### src/design/rpsm_pkg.sv
// rpsm_pkg: shared types and constants for the remote page slot mapper
// used by the controller, the datapath and the top level
`default_nettype none
package rpsm_pkg;

  localparam int PAGES    = 1024;
  localparam int PAGE_W   = 10;
  localparam int STATUS_W = 2;
  localparam int OFFSET_W = 22;

  localparam logic [STATUS_W-1:0] ST_OK       = 2'd0;
  localparam logic [STATUS_W-1:0] ST_FULL     = 2'd1;
  localparam logic [STATUS_W-1:0] ST_UNMAPPED = 2'd2;

  localparam logic MODE_WRITE = 1'b0;
  localparam logic MODE_READ  = 1'b1;

  typedef enum logic [2:0] {
    S_CLEAR,
    S_IDLE,
    S_LOOKUP,
    S_FREE_WR,
    S_SRCH_RD,
    S_SRCH_CHK,
    S_RESP
  } state_t;

  typedef struct packed {
    logic clr_step;
    logic accept;
    logic map_inval;
    logic free_rd;
    logic free_wr;
    logic srch_init;
    logic srch_rd;
    logic alloc;
    logic next_chunk;
    logic fallback;
    logic res_lookup;
    logic res_full;
    logic out_load;
  } ctrl_cmd_t;

  typedef struct packed {
    logic clr_done;
    logic mode;
    logic map_valid;
    logic word_full;
    logic chunk_last;
    logic on_fallback;
  } dp_status_t;

endpackage
`default_nettype wire

### src/design/rpsm_ctrl.sv
// rpsm_ctrl: controller state machine for the remote page slot mapper
// depends on rpsm_pkg; drives the datapath through ctrl_cmd_t
`default_nettype none
module rpsm_ctrl import rpsm_pkg::*; (
  input  wire logic       clk,
  input  wire logic       rst,
  input  wire logic       in_valid,
  output logic            in_stall,
  output logic            out_valid,
  input  wire logic       out_stall,
  input  wire dp_status_t sts,
  output ctrl_cmd_t       cmd
);

  state_t state, state_next;
  logic   out_free;

  assign out_free = !out_valid || !out_stall;
  assign in_stall = (state != S_IDLE);

  always_ff @(posedge clk) begin
    if (rst) begin
      state     <= S_CLEAR;
      out_valid <= 1'b0;
    end else begin
      state <= state_next;
      if (cmd.out_load) begin
        out_valid <= 1'b1;
      end else if (!out_stall) begin
        out_valid <= 1'b0;
      end
    end
  end

  always_comb begin
    state_next = state;
    case (state)
      S_CLEAR: begin
        if (sts.clr_done) state_next = S_IDLE;
      end
      S_IDLE: begin
        if (in_valid) state_next = S_LOOKUP;
      end
      S_LOOKUP: begin
        if (sts.mode == MODE_READ) state_next = S_RESP;
        else if (sts.map_valid) state_next = S_FREE_WR;
        else state_next = S_SRCH_RD;
      end
      S_FREE_WR: state_next = S_SRCH_RD;
      S_SRCH_RD: state_next = S_SRCH_CHK;
      S_SRCH_CHK: begin
        if (!sts.word_full) state_next = S_RESP;
        else if (sts.chunk_last && sts.on_fallback) state_next = S_RESP;
        else state_next = S_SRCH_RD;
      end
      S_RESP: begin
        if (out_free) state_next = S_IDLE;
      end
      default: state_next = S_CLEAR;
    endcase
  end

  always_comb begin
    cmd = '0;
    case (state)
      S_CLEAR: cmd.clr_step = 1'b1;
      S_IDLE: cmd.accept = in_valid;
      S_LOOKUP: begin
        if (sts.mode == MODE_READ) begin
          cmd.res_lookup = 1'b1;
        end else begin
          cmd.map_inval = 1'b1;
          cmd.free_rd   = sts.map_valid;
          cmd.srch_init = 1'b1;
        end
      end
      S_FREE_WR: cmd.free_wr = 1'b1;
      S_SRCH_RD: cmd.srch_rd = 1'b1;
      S_SRCH_CHK: begin
        if (!sts.word_full) begin
          cmd.alloc = 1'b1;
        end else if (!sts.chunk_last) begin
          cmd.next_chunk = 1'b1;
        end else if (!sts.on_fallback) begin
          cmd.fallback = 1'b1;
        end else begin
          cmd.res_full = 1'b1;
        end
      end
      S_RESP: cmd.out_load = out_free;
      default: cmd = '0;
    endcase
  end

endmodule
`default_nettype wire

### config.mk
export PLATFORM = sky130hd
export DESIGN_NAME = rpsm_ctrl
export DESIGN_NICKNAME = d
export VERILOG_FILES = /design/src/design/rpsm_pkg.sv /design/src/design/rpsm_ctrl.sv
export SDC_FILE = /design/constraint.sdc
export NUM_CORES = 1
export LEC_CHECK = 0
export BUFFER_PORTS_ARGS = -buffer_cell sky130_fd_sc_hd__buf_2
export CAP_MARGIN = 20
export CORE_AREA = 5 5 42 44
export CTS_BUF_LIST = sky130_fd_sc_hd__clkbuf_8
export CTS_CLUSTER_DIAMETER = 40
export DETAILED_ROUTE_END_ITERATION = 16
export DIE_AREA = 0 0 47 49
export GPL_TIMING_DRIVEN = 0
export PLACE_DENSITY_LB_ADDON = 0.25
export SETUP_SLACK_MARGIN = 0.15
export SYNTH_ARGS = -nofsm -noshare
export SYNTH_HDL_FRONTEND = slang
export SYNTH_SLANG_ARGS = --single-unit
### constraint.sdc
create_clock -name clk -period 3.32 [get_ports clk]
set_clock_uncertainty 0.05 [all_clocks]
set_input_delay 0 -clock clk [delete_from_list [all_inputs] [get_ports clk]]
set_output_delay 0 -clock clk [all_outputs]
set_load 0.02 [all_outputs]
# Yosys cells after proc, flatten, opt, wreduce, memory -nomap -nowiden
# Index checks and enable logic that the tools add are counted.
# word_totals
elab_cells	50
regBits	4
# op_classes
n_eq_ne	11
reduce_logical	6
mux	31
# ops
operator	n
$pmux W3 S7	1
$mux W1	19
$mux W3	6
$mux W2	5
$eq A3 B3 Y1 const B	3
$eq A3 B2 Y1 const B	2
$ne A2 B2 Y1 const B	3
$eq A3 B1 Y1 const B	1
$logic_not A3 Y1	1
$ne A3 B1 Y1 const B	1
$reduce_and A3 Y1	1
$logic_not A1 Y1	2
$ne A2 B1 Y1 const B	1
$logic_and A1 B1 Y1	1
$logic_or A1 B1 Y1	1

# Logic depth before layout (Yosys ltp)
# depth
ltp_word	4
mapped_depth	4

# Worst setup path before layout
# Ideal clock, no wire load.
# synth_path
path_type	reg-to-output
startpoint	reg state[2]
endpoint	out cmd[10] (netlist bit)
stages_incl_launch_ff	5
slack_ps	1909
arrival_time_ps	1361
n_path_buf	2
path_cell_list	dfxtp_1 > buf_6 > or3b_4 > nor2_1 > buf_4
# synth_lines
item	line_no	text
start: declaration	rpsm_ctrl.sv:15	state_t state, state_next;
start signal: assignment	rpsm_ctrl.sv:26	state <= state_next;
end: declaration	rpsm_ctrl.sv:12	output ctrl_cmd_t cmd

==> run summary <==
The core area is 0.00140 sq mm. The maximum count of clock buffers along a single path is 2. The average footprint of a synthesized cell is 7.32 sq um. The clock transition at the registers of the reported paths is roughly 0.03 ns. The total via count after detailed routing is 415.

The type of the worst setup path is flip-flop to output pin. The category of the worst setup path launch point is a flip-flop. The max-cap violation count came out at 0. The data required time of the critical path came out at 3.27 ns. The minimum setup slack after placement came out at 2.05 ns.

The number of setup buffers added after CTS is 0. The number of input and output port buffers inserted came out at 24. The sum of routed wire segments on met1 is ~400 um. Routability-driven placement finished with a final weighted congestion of 0.746.

The met3 wirelength from detailed routing came out at 100 um. The total routing resource utilization after global routing came out at 9.29%. The power per cell area came out at 577 mW/mm^2. Among all flip-flop cells after synthesis, the most frequent one is sky130_fd_sc_hd__dfxtp_1. The average wire per standard cell came out at a little over 10 um.

The slowest cell on the critical path is sky130_fd_sc_hd__or3b_4. The cell area after synthesis came out at roughly 340 sq um. The post-layout minimum cycle time is ~1.5 ns.

The final sum of negative setup slack is 0 ns. The number of global-route vias before repair came out at between 300 and 400. The detailed router's first-iteration violation count came out at 9. The total overflow left after global routing is 0. The die footprint is 0.00230 sq mm.

The starting utilization of the core area is 24.0%. STA classifies the critical path endpoint as an output pin. TritonCTS built the clock tree. The critical path goes through buf_6 -> or3b_4 -> nor2_1 -> buf_4 -> buf_2. For this design the static power due to leakage is 0.278 nW. The share of the cycle needed by the critical path after routing came out at 45.0%. The worst hold margin came out at approximately 0.084 ns. The total CTS buffers came out at 3. The maximum VDD drop is roughly 0.28 mV.

The first global-routing pass estimated roughly 1500 um of wire. The cell at the root of the clock tree is sky130_fd_sc_hd__clkbuf_8. CTS saw 4 sinks. The tightest slew margin relative to the limit is between 80 and 90%. The final worst slack came out at 1.83 ns.

Tracing the worst setup path back leads to its startpoint at state[2]. In the routed design, unresolved DRC markers number 0. The maximum number of pins on one net before global-route repair is 11. Using the TritonRoute via totals, the vias-per-cell ratio works out to 4.61. CTS built an H-tree with a depth of 1. The total inserted antenna cells came out at 0. The first-pass iteration count of the detailed router is 4.

The fill cell instance count of the final layout is 156. The clock insertion delay at the later pin of the skew report is 0.22 ns. Sequential cells were found to cover 23.8% of the synthesized design area. The count of final max-slew check failures came out at 0. The uppermost signal routing layer after detailed routing is met4. The final layout contains routed wiring with a total length of 935 um.

The cell count after synthesis came out at 46. The async set-reset flop share out of synthesis came out at 0%. The number of placement rows is 14. The number of endpoints with negative hold slack in the final report is 0. The layout-stage area growth over the synthesis result came out at 56.9%. In this run the most critical hold path is launched from sts[3].

The flow ran to the end, and the final reports show no timing, DRC or antenna violations. The total number of yosys warnings is 0. The worst hold path belongs to the class input port to flip-flop.

The ratio of cells with drive above 1 in the final layout came out at 44.6%. The die is 49 um tall. The post-route non-filler standard cell count came out at 90. At the end of the flow, the number of nets in the layout was 86.

The fmax is 669 MHz. The number of top-level pins is 25. The arrival time of the worst setup path is 1.44 ns.

Power comes to roughly 0.00030 W. The count of state elements after synthesis came out at 4. Setup repair after global routing left no endpoint under its margin. The number of nets with antenna violations after detailed routing came out at 0. The placed wire-length estimate after detailed placement came out at a little under 800 um.

The worst stage delay on the critical path came out at slightly above 0.4 ns. The number of distinct standard cells referenced by the synthesized netlist came out at 26. The number of synthesized flops with an enable pin came out at 0.

The measured slew at the worst slew-check pin came out at 0.244 ns. The detailed route wirelength on metal2 is around 420 um. The post-synth net total came out at 56. The largest fanout of any net on the critical path came out at 8. The horizontal die dimension came out at 47 um. Setup violations remaining at the end of the flow were counted as 0.

The worst register-to-register path begins at state[0]. The cell count after placement is 86. The number of antenna violations at the first check in global routing is 0.
-- cells in the mapped netlist (2+ instances only) --
cell	n	area (sq um)
sky130_fd_sc_hd__dfxtp_1	4	80.1
sky130_fd_sc_hd__nor2_1	8	30.0
sky130_fd_sc_hd__nor3_1	2	10.0
sky130_fd_sc_hd__inv_1	3	11.3
sky130_fd_sc_hd__a21oi_1	3	15.0
sky130_fd_sc_hd__nand2_1	4	15.0
sky130_fd_sc_hd__buf_4	2	15.0
sky130_fd_sc_hd__and3_1	2	12.5
-- area by class of cell --
class	instances	area [sq um]	area share, %
Sequential cell	4	80.1	15.2
Buffer	4	31.3	5.92
Tap cell	16	20.0	3.79
Timing Repair Buffer	25	130	24.6
Inverter	3	11.3	2.13
Clock buffer	3	41.3	7.82
Multi-Input combinational cell	35	214	40.5
-- layer usage --
layer | vias up | global-route usage [%]
li1 | 221 | -
met1 | 174 | 12.1
met2 | 18 | 11.8
met3 | 2 | 5.90
met4 | 0 | 4.15
met5 | - | 0
-- flip-flops by register name (all words and copies together) (netlist names) --
register / flops
out_valid: 1
state: 3
-- report_power, final --
| part | switching, W | internal, W | total [W] |
|---|---|---|---|
| clock | 0.0000236 | 0.0000771 | 0.000101 |
| sequential | 0.00000702 | 0.0000572 | 0.0000642 |
| combinational | 0.0000824 | 0.0000574 | 0.000140 |
-- final timing paths --
check / to / slack [ns] / depth (start not counted)
max: cmd[10] / 1.83 / 5
min: state[1] / 0.08 / 4
max reg2reg: state[1] / 2.13 / 4
min reg2reg: out_valid / 0.51 / 2
-- through the flow --
step / util (%) / cell area (sq um)
after floorplan: - / 337
after global placement: 34.0 / 477
after detailed placement: 34.0 / 477
after CTS: 37.7 / 528
after global routing: 37.7 / 528
final: 37.7 / 528
-- placed cells by master (no fill, tap or decap), types with 2 or more instances in the layout --
cell type,instances
sky130_fd_sc_hd__a21oi_1,3
sky130_fd_sc_hd__nand2_1,4
sky130_fd_sc_hd__buf_2,25
sky130_fd_sc_hd__buf_4,2
sky130_fd_sc_hd__nor2_1,8
sky130_fd_sc_hd__inv_1,3
sky130_fd_sc_hd__dfxtp_1,4
sky130_fd_sc_hd__nor3_1,2
sky130_fd_sc_hd__clkbuf_8,3
sky130_fd_sc_hd__and3_1,2
-- kinds of logic (layout without fill, tap and decap cells) --
logic type	count (synthesis)	in the layout	synth area share, %
AO/OA/AOI/OAI	11	11	24.5
buffers and inverters	7	35	12.6
flip-flops	4	4	23.8
multiplexers	1	1	2.97
AND/OR/NAND/NOR	23	23	36.1
-- critical path: cells and delay by family, from the launching register on --
family	cells	cell delay, ns
buffers and inverters	3	0.40
DFF	1	0.29
and+or+nand+nor	2	0.54
-- what timing repair did --
item | 4_1_cts | 5_1_grt
endpoints found under the setup margin | 0 | 0
hold buffers | 1 | 0
hold endpoints to repair | 2 | 0
resized for setup | 0 | 0
Power figures use the tool's default switching activity.
